`config.mk`:
```
export PLATFORM = sky130hd
export DESIGN_NAME = utf8_terminal_text_sanitizer
export DESIGN_NICKNAME = d
export VERILOG_FILES = /design/src/sv/uts_pkg.sv /design/src/sv/uts_front.sv /design/src/sv/uts_queue.sv /design/src/sv/uts_back.sv /design/src/sv/utf8_terminal_text_sanitizer.sv
export VERILOG_INCLUDE_DIRS = /design/src /design/src/sv
export SDC_FILE = /design/constraint.sdc
export NUM_CORES = 1
export LEC_CHECK = 0
export BUFFER_PORTS_ARGS = -buffer_cell sky130_fd_sc_hd__clkbuf_2
export CAP_MARGIN = 20
export CORE_MARGIN = 2
export CORE_UTILIZATION = 62
export CTS_CLUSTER_DIAMETER = 120
export DETAILED_ROUTE_END_ITERATION = 8
export GPL_ROUTABILITY_DRIVEN = 0
export HOLD_SLACK_MARGIN = 0.15
export PLACE_DENSITY = 0.8
export SLEW_MARGIN = 20
export SYNTH_ARGS = -nofsm -noshare
export SYNTH_HDL_FRONTEND = slang
export SYNTH_SLANG_ARGS = --single-unit
```
`constraint.sdc`:
```
create_clock -name clk -period 6.26 [get_ports clk]
set_input_delay 1.252 -clock clk [delete_from_list [all_inputs] [get_ports clk]]
set_output_delay 1.252 -clock clk [all_outputs]
set_load 0.01 [all_outputs]
```
`src/sv/assert_macros.svh`:
```
// Assertion macros shared by the sanitizer RTL.
`ifndef ASSERT_MACROS_SVH
`define ASSERT_MACROS_SVH

// Antecedent implies consequent in the same cycle.
`define UTS_ASSERT_IMPLIES(label, ante, cons, msg) \
    label: assert property (@(posedge clk) disable iff (!rst_n) (ante) |-> (cons)) \
        else $error(msg);

// The condition must never be seen at a clock edge.
`define UTS_ASSERT_NEVER(label, cond, msg) \
    label: assert property (@(posedge clk) disable iff (!rst_n) !(cond)) \
        else $error(msg);

`endif

```
`src/sv/uts_pkg.sv`:
```
// Shared types and constants of the UTF-8 terminal text sanitizer.
package uts_pkg;

    localparam logic [31:0] MAX_LEN          = 32'd65535;
    localparam int          UTS_QUEUE_DEPTH  = 4;
    localparam logic [15:0] BYTE_LIMIT_RESET = 16'd4095;

    typedef enum logic [2:0] {
        CLS_ASCII,
        CLS_CONT,
        CLS_LEAD2,
        CLS_LEAD3,
        CLS_LEAD4,
        CLS_INVALID
    } uts_cls_t;

    typedef struct packed {
        logic [7:0] data;
        logic       last;
        uts_cls_t   cls;
    } uts_item_t;

    typedef struct packed {
        logic [15:0] total_count;
        logic        msg_end;
        logic        has_byte;
        logic [7:0]  out_byte;
    } uts_result_t;

endpackage

```
`src/sv/uts_front.sv`:
```
// Front end: accepts input beats and classifies each byte for the decoder.
module uts_front
    import uts_pkg::*;
(
    input  logic       clk,
    input  logic       rst_n,
    input  logic       s_tvalid,
    output logic       s_tready,
    input  logic [7:0] s_tdata,   // [7:0] in_byte
    input  logic       s_tlast,
    input  logic       q_full,
    output logic       q_push,
    output uts_item_t  q_item
);

    logic rst_seen_reg;

    function automatic uts_cls_t classify(input logic [7:0] b);
        uts_cls_t c;
        priority if (b <= 8'h7F) c = CLS_ASCII;
        else if (b <= 8'hBF)     c = CLS_CONT;
        else if (b < 8'hC2)      c = CLS_INVALID;
        else if (b <= 8'hDF)     c = CLS_LEAD2;
        else if (b <= 8'hEF)     c = CLS_LEAD3;
        else if (b <= 8'hF4)     c = CLS_LEAD4;
        else                     c = CLS_INVALID;
        return c;
    endfunction

    // Hold off the upstream side after reset release until rst_seen_reg is set.
    always_ff @(posedge clk or negedge rst_n)
    begin
        if (!rst_n)
        begin
            rst_seen_reg <= 1'b0;
        end
        else
        begin
            rst_seen_reg <= 1'b1;
        end
    end

    assign s_tready    = rst_seen_reg && !q_full;
    assign q_push      = s_tvalid && s_tready;
    assign q_item.data = s_tdata;
    assign q_item.last = s_tlast;
    assign q_item.cls  = classify(s_tdata);

endmodule

```
`src/sv/uts_queue.sv`:
```
// Short item queue between the front end and the decoder.
module uts_queue
    import uts_pkg::*;
#(
    parameter int DEPTH = UTS_QUEUE_DEPTH
)
(
    input  logic      clk,
    input  logic      rst_n,
    input  logic      push,
    input  uts_item_t push_item,
    output logic      full,
    input  logic      pop,
    output logic      not_empty,
    output uts_item_t head_item
);

    localparam int AW = (DEPTH > 1) ? $clog2(DEPTH) : 1;
    localparam int CW = $clog2(DEPTH + 1);

    uts_item_t       slot_reg [DEPTH];
    logic [AW-1:0]   wr_ptr_reg, wr_ptr_next;
    logic [AW-1:0]   rd_ptr_reg, rd_ptr_next;
    logic [CW-1:0]   count_reg,  count_next;

    assign full      = (count_reg == CW'(DEPTH));
    assign not_empty = (count_reg != '0);
    assign head_item = slot_reg[rd_ptr_reg];

    always_comb
    begin
        wr_ptr_next = wr_ptr_reg;
        rd_ptr_next = rd_ptr_reg;
        count_next  = count_reg;
        if (push)
        begin
            wr_ptr_next = (wr_ptr_reg == AW'(DEPTH - 1)) ? '0 : AW'(wr_ptr_reg + 1'b1);
        end
        if (pop)
        begin
            rd_ptr_next = (rd_ptr_reg == AW'(DEPTH - 1)) ? '0 : AW'(rd_ptr_reg + 1'b1);
        end
        if (push && !pop)
        begin
            count_next = CW'(count_reg + 1'b1);
        end
        else if (pop && !push)
        begin
            count_next = CW'(count_reg - 1'b1);
        end
    end

    always_ff @(posedge clk or negedge rst_n)
    begin
        if (!rst_n)
        begin
            wr_ptr_reg <= '0;
            rd_ptr_reg <= '0;
            count_reg  <= '0;
        end
        else
        begin
            wr_ptr_reg <= wr_ptr_next;
            rd_ptr_reg <= rd_ptr_next;
            count_reg  <= count_next;
        end
    end

    always_ff @(posedge clk)
    begin
        if (push)
        begin
            slot_reg[wr_ptr_reg] <= push_item;
        end
    end

endmodule

```
`src/sv/uts_back.sv`:
```
// Back end: strict UTF-8 decode, unsafe codepoint filter, byte limit and output register.
module uts_back
    import uts_pkg::*;
(
    input  logic        clk,
    input  logic        rst_n,
    input  logic        q_valid,
    input  uts_item_t   q_item,
    output logic        q_pop,
    input  logic [15:0] lim,
    output logic        out_valid,
    input  logic        out_ready,
    output uts_result_t out_res
);

    localparam logic [7:0] QMARK = 8'h3F;

    typedef enum logic [1:0] {ST_IDLE, ST_DECODE, ST_COPY, ST_FINISH} state_t;
    typedef enum logic [1:0] {DEC_WAIT, DEC_BAD, DEC_OK} dec_t;

    state_t      state_reg, state_next;
    logic [7:0]  byte_reg [4];
    logic [7:0]  byte_next [4];
    uts_cls_t    cls_reg [4];
    uts_cls_t    cls_next [4];
    logic [2:0]  len_reg, len_next;
    logic        last_reg, last_next;
    logic [2:0]  left_reg, left_next;
    logic [15:0] emitted_reg, emitted_next;
    logic        stopped_reg, stopped_next;
    logic        hold_valid_reg, hold_valid_next;
    uts_result_t hold_reg, hold_next;
    logic        out_valid_reg, out_valid_next;
    uts_result_t out_reg, out_next;

    logic [2:0]  need;
    logic        cont_ok;
    logic        over_bad;
    dec_t        dec;
    logic [20:0] cp;
    logic        safe;
    logic        fits;
    logic        at_limit;
    logic        out_free;

    function automatic logic cp_safe(input logic [20:0] c);
        logic ok;
        ok = 1'b1;
        if (c == 21'h0D || c == 21'h0A || c == 21'h09)
        begin
            ok = 1'b1;
        end
        else if (c < 21'h20 || (c >= 21'h7F && c <= 21'h9F))
        begin
            ok = 1'b0;
        end
        else if (c == 21'h2028 || c == 21'h2029)
        begin
            ok = 1'b0;
        end
        else if ((c >= 21'h202A && c <= 21'h202E) || (c >= 21'h2066 && c <= 21'h2069))
        begin
            ok = 1'b0;
        end
        return ok;
    endfunction

    assign out_free  = !out_valid_reg || out_ready;
    assign out_valid = out_valid_reg;
    assign out_res   = out_reg;
    assign at_limit  = (emitted_reg >= lim);

    // Decode of the sequence that starts at the head of the byte window.
    always_comb
    begin
        unique case (cls_reg[0])
            CLS_ASCII: need = 3'd1;
            CLS_LEAD2: need = 3'd2;
            CLS_LEAD3: need = 3'd3;
            CLS_LEAD4: need = 3'd4;
            default:   need = 3'd0;
        endcase
        cont_ok = (need < 3'd2 || cls_reg[1] == CLS_CONT)
               && (need < 3'd3 || cls_reg[2] == CLS_CONT)
               && (need < 3'd4 || cls_reg[3] == CLS_CONT);
        over_bad = (byte_reg[0] == 8'hE0 && byte_reg[1] <  8'hA0)
                || (byte_reg[0] == 8'hED && byte_reg[1] >= 8'hA0)
                || (byte_reg[0] == 8'hF0 && byte_reg[1] <  8'h90)
                || (byte_reg[0] == 8'hF4 && byte_reg[1] >  8'h8F);
        priority if (need == 3'd0)    dec = DEC_BAD;
        else if (len_reg < need)      dec = last_reg ? DEC_BAD : DEC_WAIT;
        else if (!cont_ok || over_bad) dec = DEC_BAD;
        else                          dec = DEC_OK;
        unique case (need)
            3'd2:    cp = {10'd0, byte_reg[0][4:0], byte_reg[1][5:0]};
            3'd3:    cp = {5'd0, byte_reg[0][3:0], byte_reg[1][5:0], byte_reg[2][5:0]};
            3'd4:    cp = {byte_reg[0][2:0], byte_reg[1][5:0], byte_reg[2][5:0],
                           byte_reg[3][5:0]};
            default: cp = {13'd0, byte_reg[0]};
        endcase
        safe = cp_safe(cp);
        fits = ({1'b0, emitted_reg} + 17'(need)) <= {1'b0, lim};
    end

    always_comb
    begin
        logic        gen;
        uts_result_t res;
        logic [2:0]  shift;
        logic [2:0]  src;

        gen   = 1'b0;
        res   = '0;
        shift = 3'd0;
        src   = 3'd0;
        q_pop = 1'b0;

        state_next      = state_reg;
        byte_next       = byte_reg;
        cls_next        = cls_reg;
        len_next        = len_reg;
        last_next       = last_reg;
        left_next       = left_reg;
        emitted_next    = emitted_reg;
        stopped_next    = stopped_reg;
        hold_valid_next = hold_valid_reg;
        hold_next       = hold_reg;
        out_valid_next  = out_valid_reg && !out_ready;
        out_next        = out_reg;

        unique case (state_reg)
            ST_IDLE:
            begin
                if (q_valid)
                begin
                    q_pop     = 1'b1;
                    last_next = q_item.last;
                    if (stopped_reg || at_limit)
                    begin
                        len_next   = 3'd0;
                        state_next = ST_FINISH;
                    end
                    else
                    begin
                        byte_next[len_reg[1:0]] = q_item.data;
                        cls_next[len_reg[1:0]]  = q_item.cls;
                        len_next   = len_reg + 3'd1;
                        state_next = ST_DECODE;
                    end
                end
            end
            ST_DECODE:
            begin
                if (out_free)
                begin
                    if (len_reg == 3'd0 || at_limit)
                    begin
                        len_next   = 3'd0;
                        state_next = ST_FINISH;
                    end
                    else
                    begin
                        unique case (dec)
                            DEC_WAIT:
                            begin
                                state_next = ST_FINISH;
                            end
                            DEC_BAD:
                            begin
                                gen   = 1'b1;
                                res.out_byte = QMARK;
                                shift = 3'd1;
                            end
                            DEC_OK:
                            begin
                                if (!safe)
                                begin
                                    gen   = 1'b1;
                                    res.out_byte = QMARK;
                                    shift = need;
                                end
                                else if (!fits)
                                begin
                                    // The whole sequence would pass the limit.
                                    stopped_next = 1'b1;
                                    len_next     = 3'd0;
                                    state_next   = ST_FINISH;
                                end
                                else
                                begin
                                    left_next  = need;
                                    state_next = ST_COPY;
                                end
                            end
                            default:
                            begin
                                state_next = ST_FINISH;
                            end
                        endcase
                    end
                end
            end
            ST_COPY:
            begin
                if (out_free)
                begin
                    gen          = 1'b1;
                    res.out_byte = byte_reg[0];
                    shift        = 3'd1;
                    left_next    = left_reg - 3'd1;
                    if (left_reg == 3'd1)
                    begin
                        state_next = ST_DECODE;
                    end
                end
            end
            ST_FINISH:
            begin
                if (out_free)
                begin
                    if (last_reg)
                    begin
                        out_valid_next = 1'b1;
                        if (hold_valid_reg)
                        begin
                            out_next         = hold_reg;
                            out_next.msg_end = 1'b1;
                        end
                        else
                        begin
                            out_next             = '0;
                            out_next.msg_end     = 1'b1;
                            out_next.total_count = emitted_reg;
                        end
                        emitted_next = '0;
                        stopped_next = 1'b0;
                        len_next     = 3'd0;
                    end
                    else if (hold_valid_reg)
                    begin
                        out_valid_next = 1'b1;
                        out_next       = hold_reg;
                    end
                    hold_valid_next = 1'b0;
                    state_next      = ST_IDLE;
                end
            end
            default:
            begin
                state_next = ST_IDLE;
            end
        endcase

        if (shift != 3'd0)
        begin
            for (int i = 0; i < 4; i++)
            begin
                src = 3'(i) + shift;
                if (!src[2])
                begin
                    byte_next[i] = byte_reg[src[1:0]];
                    cls_next[i]  = cls_reg[src[1:0]];
                end
            end
            len_next = len_reg - shift;
        end

        // The newest result waits in the hold stage until the next one comes or the step
        // ends, so that the end mark can still be set on it.
        if (gen)
        begin
            emitted_next    = emitted_reg + 16'd1;
            res.has_byte    = 1'b1;
            res.total_count = emitted_reg + 16'd1;
            if (hold_valid_reg)
            begin
                out_valid_next = 1'b1;
                out_next       = hold_reg;
            end
            hold_valid_next = 1'b1;
            hold_next       = res;
        end
    end

    always_ff @(posedge clk or negedge rst_n)
    begin
        if (!rst_n)
        begin
            state_reg      <= ST_IDLE;
            len_reg        <= '0;
            last_reg       <= 1'b0;
            left_reg       <= '0;
            emitted_reg    <= '0;
            stopped_reg    <= 1'b0;
            hold_valid_reg <= 1'b0;
            hold_reg       <= '0;
            out_valid_reg  <= 1'b0;
            out_reg        <= '0;
        end
        else
        begin
            state_reg      <= state_next;
            len_reg        <= len_next;
            last_reg       <= last_next;
            left_reg       <= left_next;
            emitted_reg    <= emitted_next;
            stopped_reg    <= stopped_next;
            hold_valid_reg <= hold_valid_next;
            hold_reg       <= hold_next;
            out_valid_reg  <= out_valid_next;
            out_reg        <= out_next;
        end
    end

    always_ff @(posedge clk)
    begin
        byte_reg <= byte_next;
        cls_reg  <= cls_next;
    end

endmodule

```
`src/sv/utf8_terminal_text_sanitizer.sv`:
```
// Top level: the back end handles one byte at a time, and the input queue lets the front end
// take beats while the back end works or stalls.
// Reset clears the queue, the pending bytes, the counters and sets byte_limit to 4095.
// No clearing pass follows reset; beats are taken once rst_seen_reg is set after release.
`include "assert_macros.svh"

module utf8_terminal_text_sanitizer
    import uts_pkg::*;
#(
    parameter int QUEUE_DEPTH = UTS_QUEUE_DEPTH
)
(
    input  logic        clk,
    input  logic        rst_n,
    input  logic        s_tvalid,
    output logic        s_tready,
    input  logic [7:0]  s_tdata,   // [7:0] in_byte
    input  logic        s_tlast,   // in_last
    output logic        m_tvalid,
    input  logic        m_tready,
    output logic [23:0] m_tdata,   // [7:0] out_byte, [23:8] total_count
    output logic        m_tlast,   // msg_end
    output logic        m_tuser,   // [0] has_byte
    input  logic        cfg_valid,
    output logic        cfg_ready,
    input  logic [15:0] cfg_data   // byte_limit
);

    logic        q_full;
    logic        q_push;
    uts_item_t   q_in_item;
    logic        q_pop;
    logic        q_not_empty;
    uts_item_t   q_head_item;
    logic [15:0] byte_limit_reg;
    logic [15:0] lim;
    uts_result_t res;

    assign cfg_ready = 1'b1;

    always_ff @(posedge clk or negedge rst_n)
    begin
        if (!rst_n)
        begin
            byte_limit_reg <= BYTE_LIMIT_RESET;
        end
        else if (cfg_valid && cfg_ready)
        begin
            byte_limit_reg <= cfg_data;
        end
    end

    // The effective limit is the register clipped to the largest message length.
    assign lim = ({16'd0, byte_limit_reg} > MAX_LEN) ? MAX_LEN[15:0] : byte_limit_reg;

    uts_front u_front (
        .clk      (clk),
        .rst_n    (rst_n),
        .s_tvalid (s_tvalid),
        .s_tready (s_tready),
        .s_tdata  (s_tdata),
        .s_tlast  (s_tlast),
        .q_full   (q_full),
        .q_push   (q_push),
        .q_item   (q_in_item)
    );

    uts_queue #(
        .DEPTH (QUEUE_DEPTH)
    ) u_queue (
        .clk       (clk),
        .rst_n     (rst_n),
        .push      (q_push),
        .push_item (q_in_item),
        .full      (q_full),
        .pop       (q_pop),
        .not_empty (q_not_empty),
        .head_item (q_head_item)
    );

    uts_back u_back (
        .clk       (clk),
        .rst_n     (rst_n),
        .q_valid   (q_not_empty),
        .q_item    (q_head_item),
        .q_pop     (q_pop),
        .lim       (lim),
        .out_valid (m_tvalid),
        .out_ready (m_tready),
        .out_res   (res)
    );

    assign m_tdata = {res.total_count, res.out_byte};
    assign m_tlast = res.msg_end;
    assign m_tuser = res.has_byte;

    `UTS_ASSERT_IMPLIES(a_bare_marker_ends, m_tvalid && !m_tuser, m_tlast, "marker not last")
    `UTS_ASSERT_IMPLIES(a_byte_counted, m_tvalid && m_tuser, |m_tdata[23:8], "zero count")
    `UTS_ASSERT_NEVER(a_bare_marker_zero, m_tvalid && !m_tuser && |m_tdata[7:0], "marker data")

endmodule

```
# After elaboration in Yosys (flattened, before gate mapping)
# Memory sizes are Yosys's and may differ from the RTL's.
# Index checks and enable logic that the tools add are counted.
# op_classes
div	0
n_eq_ne	47
n_mul	0
bitwise	5
n_addsub	12
n_mux	145
shift	0
magnitude_cmp	29
n_reduce_logical	56
# ops
operator	n
two-way mux 26 bit	7
two-way mux 32 bit	4
two-way mux 8 bit	16
two-way mux 3 bit	39
binary-select mux 8 bit (select 2 bit)	4
two-way mux 16 bit	4
== test 21 x 4 -> 1 bit (second input constant)	3
case mux 21 bit (3 select lines)	1
two-way mux 12 bit	4
== test 21 x 14 -> 1 bit (second input constant)	2
>= comparator 21 x 14 -> 1 bit (second input constant)	2
<= comparator 21 x 14 -> 1 bit (second input constant)	2
bitwise mux 32 bit	1
== test 8 bit (second input constant)	4
<= comparator 8 bit (second input constant)	4
two-way mux 1 bit	32
case mux 8 bit (2 select lines)	2
two-way mux 2 bit	13
binary-select mux 3 bit (select 2 bit)	4
less-than comparator 8 bit (second input constant)	3
>= comparator 21 x 7 -> 1 bit (second input constant)	1
<= comparator 21 x 8 -> 1 bit (second input constant)	1
less-than comparator 21 x 6 -> 1 bit (second input constant)	1
case mux 3 bit (2 select lines)	3
52 further kinds	137
# word_totals
mem_bits_rw	48
word_cells	323
n_memories	1
out_inout_bits	29
reg_bits	147
latchBits	0
rom_bits	0
# memory_table
name	depth	word_bits	rd	rd_ports_with_merged_regs	wr	line_no	text
u_queue.slot_reg	4	12	1	0	1	uts_queue.sv:21	uts_item_t slot_reg [DEPTH];

# Logic depth before layout (Yosys ltp)
# Gate-level depths: netlist of run 1.
# logic_depth
ltp_word	23
ltp_mapped	27
ltp_nobuf	23

# Modules after synthesis
# From an unflattened synthesis of run 1, not the netlist that was laid out.
# unflattened
hier_cells	1143
hier_area_um2	12171.7
# modules_own_cells
mod	cells_per_inst	instances	area_each_um2
uts_back	984	1	9142.5
uts_queue	100	1	2175.8
utf8_terminal_text_sanitizer	36	1	675.6
uts_front	23	1	177.7

# Worst setup path before layout of run 1
# Ideal clock, no wire load.
# synth_path
path_type	flip-flop to flip-flop
start	register u_back.cls_reg[9] (netlist name)
end	register u_back.byte_reg[18] (netlist name)
stages_incl_launch_ff	22
setup_time_ns	0.121
path_slack_ns	0.865
t_arrival_ns	5.274
n_path_buf	5
cell_sequence	dfxtp_1 buf_2 or3b_1 buf_2 ha_1 a21oi_1 nor3_1 a21oi_1 ha_1 nor2_1 nor4b_1 nand2_1 or3_2 nand2_2 o21ai_4 buf_2 buf_2 ha_1 inv_1 buf_1 mux4_2 mux2_4
# synth_rtl
element	line_no	text
start: declaration	uts_back.sv:24	uts_cls_t cls_reg [4];
start signal: assignment	uts_back.sv:318	cls_reg <= cls_next;
end signal: assignment	uts_back.sv:317	byte_reg <= byte_next;
end: declaration	uts_back.sv:22	logic [7:0] byte_reg [4];

==> summary.md, run 1 <==
| Metric | Value |
|---|---|
| Flip-flop count of the largest register after layout | 48 |
| Unrepaired setup endpoints after global routing | no |
| Slowest Stage Delay on Critical Path | 880 ps |
| Wirelength per Cell | 20.1 um |
| Placed Instances | 1482 |
| CTS root buf | clkbuf_16 |
| Cell area after layout | 12900 um2 |
| Synth Area in Compound Gates | 0.183 |
| Pwr Density | 516 nW/um2 |
| Area post-placement | 12300 um2 |
| Final net count | 1336 |
| Worst Setup End Kind | register |
| Hold_buf cts | 0 |
| CTS Buf Count | 17 |
| Post-Synth XOR/XNOR Area | 0.0262 |
| Dpl hpwl | 21200 um |
| Largest family of logic cells by synthesized area | compound AO/OA/AOI/OAI gates |
| Share of the synthesized area in the top cell type | 0.191 |
| DRT Wirelength | 30400 um |
| Setup TNS Final | 0 ps |
| Final hold slack | 481 ps |
| Worst endpoint data arrival time | 6320 ps |
| WP data required | 6650 ps |
| Effective utilization at floorplan | 0.634 |
| Critical path class | reg -> reg |
| H-tree levels | 4 |
| Worst Path Buf+Inv | 1 |
| Die area | 20400 um2 |
| Count of final setup violators | 0 |
| Critical-path maximum fanout | 18 |
| Antenna diodes | 0 |
| Via density | 6.49 |
| Post-Synth Simple-Gate Area | 0.159 |
| Crit-path cells | or3b_1, nand2_1, a21oi_1, nand3_1, nor3_1, a21oi_1, ha_1, nor2_1, nor4b_1, nand2_1, or3_2, nand2_2, o21ai_4, ha_1, ha_1, inv_1, o21ai_2, o21ai_1, o221a_2 |
| Crit. Startpoint | u_back.cls_reg[9] |
| Core box area | 18800 um2 |
| Cts repair resizes | 0 |
| First-pass GRT wire length | 49500 um |
| GRT Util Overall | 0.310 |
| Seq/Total Area, Yosys | 0.411 |
| Slowest-stage cell, CP | o21ai_1 |
| Initial DRC Count | 1052 |
| CTS max path bufs | 2 |
| Fin crit share | 0.946 |
| FMAX | 0.169 GHz |
| Total gr overflow | 0 |
| Via count | 9824 |
| Layout cell share with drive strength beyond 1 | 0.151 |
| Top FF cell, synth | dfrtp_1 |
| Max_slew headroom | 0.332 |
| Count of final max-slew check failures | 0 |
| IO Pins | 59 |
| Fin cells | 1514 |
| R2r startpoint | u_back.cls_reg[9] |
| Post-CTS Setup Bufs | 0 |
| Die width | 143 um |
| Worst reg2reg setup slack | 340 ps |
| DRC viols | 0 |
| Initial antenna violation count | 0 |
| Leading area contributor after synthesis | dfrtp_1 |
| Via count of the first global-routing pass | 9459 |
| Tmin final | 5920 ps |
| CP startpoint kind | register |
| Antenna-violating nets left | 0 |
| Netlist cell types | 91 |
| Synthesis-to-finish area growth | 7.95% |
| Mapped Area | 11900 um2 |
| I/O Buffers | 57 |
| CTS Sinks | 195 |
| Slew @ Worst Pin | 996 ps |
| Row count | 50 |
| Syn avg cell area | 9.75 um2 |
| Top cells by count, synth | 115 x nand2_1, 92 x o21ai_0, 91 x dfrtp_1, 82 x nor2_1 |
| Reg2reg path depth | 19 |
| Proportion of synthesized area in mux cells | 0.0956 |
| Area contributors post-synth | dfrtp_1 19%, edfxtp_1 12%, dfxtp_1 7.4%, ha_1 6.5%, o21ai_0 3.9% |
| Cells after Synth | 1225 |
| Clock latency on the worst-skew pair | 450 ps |
| Critical path's top delay family | simple AND/OR/NAND/NOR gates |
| Hold Crit Class | reg -> reg |
| Leakage | 5.59 nW |
| Post-synth EDFFs | 48 |
| Reg2reg end | u_back.cls_reg[3] |
| Worst Clk Skew | 11.2 ps |
| Post-Synth Adder-Cell Area | 0.0700 |
| Critical Path Stages | 19 |
| FFs w/ async S/R, synth | 0.528 |
| Status | finished, final reports clean |
| Die Y | 143 um |
| Worst setup endpoint | u_back.cls_reg[3] |
| Clk pin slew, worst setup/hold paths | 80 ps |
| Max cap viols | 0 |
| Most Frequent Cell on Critical Path | ha_1 |
| Most frequent cell after synthesis | nand2_1 |
| Peak supply drop | 376 uV |
| FF+latch count, synth | 195 |
| Largest net degree at the start of global routing | 69 |
| Hold Vio Cnt, Final | 0 |
| Drt first pass iters | 6 |
| YS warnings | 0 |
| CTS tree | yes |
placed cells by master, fill, tap and decap left out, types with 7 or more instances in the layout:
cell type    n
ha_1        62
o21ai_0     92
o211a_1      9
dfrtp_1     91
mux2i_1     44
xnor2_1     20
mux2_2      23
o21a_1      13
xor2_1      12
clkbuf_16   17
a221oi_1    11
dfstp_2     12
o31ai_1      7
or3_1       11
nand3_1     30
nor2b_1      7
nor2_1      81
dfxtp_1     44
nor3_1      26
o22a_1       8
clkbuf_2    56
a211oi_1    23
and3_1      16
inv_1       62
nand2_1    115
o32a_1      12
nand4_1     18
a21boi_0     7
and2_1      12
buf_4       22
o211ai_1     7
a21oi_1     45
nand2b_1    13
o22ai_1     20
a31oi_1     12
edfxtp_1    48
mux4_2      17
per-stage QoR:
step                      utilization  setup WS (ps)  power, mW
final                           0.685            336       6.66
after global routing            0.685           80.5       7.08
after CTS                       0.685            478       6.60
after detailed placement        0.654            543       5.50
after global placement          0.654            622       5.42
after floorplan                     -            865       4.63
cell type report:
cell class	count	area [um2]
tap	260	325
timing repair buffer	78	445
clock inverter	13	140
inverter	63	236
multi-input combinational	886	6400
fill	1422	5930
clock buffer	19	433
sequential	195	4910
routing by layer:
layer,part of all wire,vias to the layer above,global-route usage
met5,0,-,0
met4,0.043,0,0.156
met3,0.086,94,0.0637
met2,0.46,492,0.489
met1,0.41,4704,0.407
li1,-,4534,-
worst min path at each step:
stage                         from             endpoint  slack, ps  cells past startpoint
2_1_floorplan   u_back.hold_reg[8]   u_back.hold_reg[8]        440                      1
3_3_place_gp   u_back.hold_reg[17]  u_back.hold_reg[17]        460                      2
3_5_place_dp    u_back.hold_reg[8]   u_back.hold_reg[8]        470                      1
4_1_cts        u_back.hold_reg[17]  u_back.hold_reg[17]        490                      2
5_1_grt        u_back.hold_reg[15]  u_back.hold_reg[15]        520                      2
6_report       u_back.hold_reg[21]  u_back.hold_reg[21]        480                      2
logic make-up (layout without fill, tap and decap cells):
group	Yosys count	count (layout)
other	1	2
xor gates and xnor gates	34	34
muxes	88	88
AOI/OAI and AO/OA	318	318
and+or+nand+nor	379	379
buffers and inverters	145	173
DFF	195	195
adders and majority gates	65	65
worst register-to-register path: cells and delay by family, from the launching register on:
kind            cells  cell delay [ps]
flops               1              660
buf+inv             1              160
compound gates      6             1800
fa+ha+maj           3              740
simple gates        9             2540
power by group:
| group | leakage (nW) | internal [mW] | total (mW) | switching, mW |
|---|---|---|---|---|
| combinational | 3.23 | 1.40 | 3.39 | 1.99 |
| clock | 0.278 | 0.534 | 1.08 | 0.545 |
| sequential | 2.08 | 1.69 | 2.19 | 0.493 |
Note: power is estimated with default switching activity, not from simulation.
==> run 2: changes to the inputs <==
Clock period 6.26 ns to 6.4 ns, I/O delays scaled along.
==> summary.md, run 2 (synthesis results as in run 1) <==
| Metric | Value |
|---|---|
| Status | finished, final reports clean |
| Slew @ Worst Pin | 929 ps |
| CTS root buf | clkbuf_16 |
| H-tree levels | 4 |
| Count of final max-slew check failures | 0 |
| GRT Util Overall | 0.313 |
| CP startpoint kind | register |
| Layout cell share with drive strength beyond 1 | 0.152 |
| Hold Path Origin | u_back.hold_reg[12] |
| Synthesis-to-finish area growth | 8.53% |
| Total power | 6.62 mW |
| Worst setup margin | 505 ps |
| Peak supply drop | 237 uV |
| R2r startpoint | u_back.cls_reg[10] |
| Worst Clk Skew | 17.1 ps |
| Final net count | 1335 |
| Effective utilization at floorplan | 0.634 |
| Die area | 20400 um2 |
| Max cap viols | 0 |
| Core box area | 18800 um2 |
| I/O Buffers | 57 |
| Row count | 50 |
| Critical path class | reg -> reg |
| Initial DRC Count | 1077 |
| Worst endpoint data arrival time | 6220 ps |
| Largest net degree at the start of global routing | 69 |
| Max_slew headroom | 0.380 |
| Hold Crit Class | reg -> reg |
| Crit. Startpoint | u_back.cls_reg[10] |
| Most common cell after layout, fill and taps aside | nand2_1 |
| DRC viols | 0 |
| Antenna-violating nets left | 0 |
| Initial antenna violation count | 0 |
| Die width | 143 um |
| Most frequent cells in the layout | 115 x nand2_1, 92 x o21ai_0, 91 x dfrtp_1 |
| Antenna diodes | 0 |
| Setup TNS Final | 0 ps |
| IO Pins | 59 |
| First-pass GRT wire length | 50100 um |
| Worst Setup End Kind | register |
| Leakage | 5.62 nW |
| Dpl hpwl | 21500 um |
| CTS max path bufs | 2 |
| Tmin final | 5890 ps |
| DP Worst Slack | 497 ps |
| Via count of the first global-routing pass | 9486 |
| Clock latency on the worst-skew pair | 450 ps |
| Critical-path maximum fanout | 29 |
| Drt first pass iters | 8 |
| WP data required | 6730 ps |
| Via density | 6.50 |
| CTS Buf Count | 17 |
| Reg2reg path depth | 24 |
| Flip-flop count of the largest register after layout | 48 |
| Hold Vio Cnt, Final | 0 |
| Hold_buf cts | 0 |
| CTS Sinks | 195 |
| CTS tree | yes |
| Via count | 9836 |
| Die Y | 143 um |
| Unrepaired setup endpoints after global routing | no |
| Clk pin slew, worst setup/hold paths | 80 ps |
| Count of final setup violators | 0 |
| Hold Path Cell Cnt | 2 |
| Fin crit share | 0.921 |
| Wirelength per Cell | 20.3 um |
| FMAX | 0.170 GHz |
| DRT Wirelength | 30700 um |
| Pwr Density | 510 nW/um2 |
| Final hold slack | 481 ps |
| Total gr overflow | 0 |
-- run 2: area by class of cell --
| class | count | area [um2] |
|---|---|---|
| clock buffers | 18 | 429 |
| clock inverters | 14 | 215 |
| fillers | 1418 | 5860 |
| inverters | 63 | 236 |
| multi-input cells | 886 | 6410 |
| flip-flops and latches | 195 | 4910 |
| well taps | 260 | 325 |
| repair buffers | 77 | 438 |
-- run 2: metal layers --
layer / vias up / global-route usage / routed length (um)
met4: 0 / 0.129 / 1060
met2: 516 / 0.500 / 14200
met1: 4683 / 0.425 / 13000
met5: - / 0 / 0
met3: 98 / 0.0557 / 2430
li1: 4539 / - / -
-- run 2: final timing paths --
check | end | slack [ps]
max | u_back.len_reg[2] | 510
min | u_back.hold_reg[12] | 480
max reg2reg | u_back.len_reg[2] | 510
min reg2reg | u_back.hold_reg[12] | 480
max in group asynchronous | u_back.out_res[5] | 4420
min in group asynchronous | u_back.out_res[20] | 760
-- run 2: worst max-delay path, stage by stage (launching register included) --
cell	delay (ps)
dfxtp_1	490
buf_4	280
nand2_1	160
a21o_1	280
o21ai_0	170
nand2b_1	70
a21oi_1	190
nor3_1	110
a21oi_1	190
ha_1	280
nor2_1	190
nor4b_1	340
nand2_1	230
or3_2	580
nand2_2	320
o21ai_4	80
ha_1	200
ha_1	200
buf_4	240
a21oi_1	220
nand2_1	70
nor4bb_1	390
o22ai_1	140
a22oi_1	200
o211ai_1	110
-- run 2: report_power, final --
part           switching [mW]  leakage [nW]  total [mW]  internal (mW)
registers               0.500          2.08        2.16           1.66
logic                    1.94          3.23        3.31           1.37
clock network           0.544         0.310        1.15          0.605
-- run 2: metrics by stage --
| step | cell area [um2] | std cells | utilization |
|---|---|---|---|
| after global placement | 12300 | 1481 | 0.654 |
| final | 13000 | 1513 | 0.689 |
| after floorplan | 12000 | 1226 | - |
| after CTS | 13000 | 1513 | 0.688 |
| after detailed placement | 12300 | 1481 | 0.654 |
| after global routing | 13000 | 1513 | 0.689 |
-- run 2: what timing repair did --
item	CTS	global route
endpoints found under the setup margin	0	17
resized for setup	0	2
buffers inserted	0	0
==> run 3: changes to the inputs <==
Settings changed: BUFFER_PORTS_ARGS -buffer_cell sky130_fd_sc_hd__clkbuf_2 to not set, CORE_UTILIZATION 62 to 65, DONT_BUFFER_PORTS set to 1, PLACE_DENSITY 0.8 to 0.81.
==> summary.md, run 3 (synthesis results as in run 1) <==
| Metric | Value |
|---|---|
| Status | finished, final reports clean |
| Critical-path maximum fanout | 18 |
| Via count | 9733 |
| DRC viols | 0 |
| Unrepaired setup endpoints after global routing | no |
| Largest net degree at the start of global routing | 104 |
| Total gr overflow | 0 |
| Switching power total | 2.98 mW |
| Critical Path Stages | 19 |
| Layout filler cell count | 1369 |
| FMAX | 0.170 GHz |
| Critical path's top delay family | simple AND/OR/NAND/NOR gates |
| I/O Buffers | 0 |
| Via density | 6.83 |
| Most common cell after layout, fill and taps aside | nand2_1 |
| Critical path class | reg -> reg |
| Synthesis-to-finish area growth | 5.36% |
| Worst setup endpoint | u_back.cls_reg[8] |
| CTS root buf | clkbuf_16 |
| Drt first pass iters | 6 |
| Fin util | 0.698 |
| Worst Setup End Kind | register |
| Setup TNS Final | 0 ps |
| Most frequent cells in the layout | 115 x nand2_1, 92 x o21ai_0, 91 x dfrtp_1 |
| Initial antenna violation count | 0 |
| Tmin final | 5900 ps |
| Clock latency on the worst-skew pair | 450 ps |
| Leakage | 5.35 nW |
| Peak supply drop | 277 uV |
| Core box area | 18000 um2 |
| Hold Vio Cnt, Final | 0 |
| Clock power share | 0.169 |
| Worst reg2reg setup slack | 500 ps |
| Hold_buf cts | 0 |
| Final hold slack | 483 ps |
| Worst Clk Skew | 10.1 ps |
| Pwr Density | 517 nW/um2 |
| Final net count | 1277 |
| Die Y | 140 um |
| Area post-placement | 12000 um2 |
| Layout cell share with drive strength beyond 1 | 0.111 |
| Antenna diodes | 0 |
| R2r startpoint | u_back.cls_reg[9] |
| Reg2reg path depth | 19 |
| Reg area | 4920 um2 |
| Die area | 19500 um2 |
| Via count of the first global-routing pass | 9416 |
| Net Sw Frac | 0.458 |
| First-pass GRT wire length | 49800 um |
| Effective utilization at floorplan | 0.663 |
| CTS max path bufs | 2 |
| Slew @ Worst Pin | 914 ps |
| Crit. Startpoint | u_back.cls_reg[9] |
| Count of final max-slew check failures | 0 |
| H-tree levels | 4 |
| Fin crit share | 0.922 |
| Die width | 140 um |
| Cts repair resizes | 0 |
| Slowest Stage Delay on Critical Path | 610 ps |
| Count of final setup violators | 0 |
| Share of power burned in combinational logic | 0.492 |
| CTS Sinks | 195 |
| Worst Path Buf+Inv | 1 |
| Max cap viols | 0 |
| Row count | 49 |
| Crit-path cells | or3b_1, ha_1, a21oi_1, nor3_1, a21oi_1, ha_1, nor2_1, nor4b_1, nand2_1, or3_2, nand2_2, o21ai_4, ha_1, inv_1, or3_1, a21oi_1, a41oi_1, nand4_1, mux2i_1 |
| DRT Wirelength | 31100 um |
| Worst endpoint data arrival time | 6230 ps |
| CTS tree | yes |
| Max_slew headroom | 0.386 |
| Wirelength per Cell | 21.9 um |
| Reg2reg end | u_back.cls_reg[8] |
| Initial DRC Count | 1065 |
| Reg power frac | 0.339 |
| Hold Crit Class | reg -> reg |
| Clk pin slew, worst setup/hold paths | 80 ps |
| Dpl hpwl | 21600 um |
| CP startpoint kind | register |
| IO Pins | 59 |
| WP data required | 6730 ps |
| Slowest-stage cell, CP | ha_1 |
| Internal power | 3.53 mW |
| Flip-flop count of the largest register after layout | 48 |
| Multi-input logic area | 6400 um2 |
| GRT Util Overall | 0.321 |
| Post-CTS Setup Bufs | 0 |
| Antenna-violating nets left | 0 |
| CTS Buf Count | 17 |
| Cell area after layout | 12600 um2 |
-- run 3: how the worst min path moves through the flow --
stage | start | endpoint | slack [ps] | cells after the start
after global routing | rst_n | byte_limit_reg[13] | 510 | 0
after global placement | u_back.hold_reg[8] | u_back.hold_reg[8] | 460 | 1
after floorplan | u_back.hold_reg[8] | u_back.hold_reg[8] | 440 | 1
after CTS | u_back.hold_reg[25] | u_back.hold_reg[25] | 490 | 2
after detailed placement | u_back.hold_reg[25] | u_back.hold_reg[25] | 470 | 2
final | u_back.hold_reg[25] | u_back.hold_reg[25] | 480 | 2
-- run 3: power by group through the flow --
| stage | clock, mW | sequential (mW) | combinational, mW |
|---|---|---|---|
| finish | 1.10 | 2.21 | 3.20 |
| global route | 1.15 | 2.25 | 3.48 |
| CTS | 1.10 | 2.18 | 3.14 |
| detailed placement | 0 | 2.21 | 3.11 |
| global placement | 0 | 2.19 | 3.01 |
| floorplan | 0 | 1.94 | 2.59 |
-- run 3: tightest hold or removal path, stage by stage (launching register included) --
cell	delay (ps)
dfrtp_1	350
nand2_1	50
o21ai_0	60
-- run 3: area by class of cell --
cell class / instances / area share
clock buffers: 17 / 0.0338
repair buffers: 19 / 0.0113
clock inverters: 15 / 0.0142
flip-flops and latches: 195 / 0.391
inverters: 63 / 0.0188
multi-input cells: 886 / 0.509
well taps: 229 / 0.0228
-- run 3: stage by stage --
step / setup WS, ps / instances / power, mW
2_1_floorplan: 1000 / 1226 / 4.53
4_1_cts: 505 / 1424 / 6.43
5_1_grt: 55.1 / 1424 / 6.88
3_3_place_gp: 762 / 1392 / 5.21
3_5_place_dp: 659 / 1392 / 5.31
6_report: 502 / 1424 / 6.51
-- run 3: per-layer routing --
| metal | GRT usage | vias up | part of all wire | wire (um) |
|---|---|---|---|---|
| met3 | 0.0575 | 136 | 0.085 | 2640 |
| met4 | 0.181 | 0 | 0.053 | 1650 |
| met2 | 0.524 | 534 | 0.48 | 14900 |
| met1 | 0.407 | 4650 | 0.38 | 11900 |
| met5 | 0 | - | 0 | 0 |
| li1 | - | 4413 | - | - |
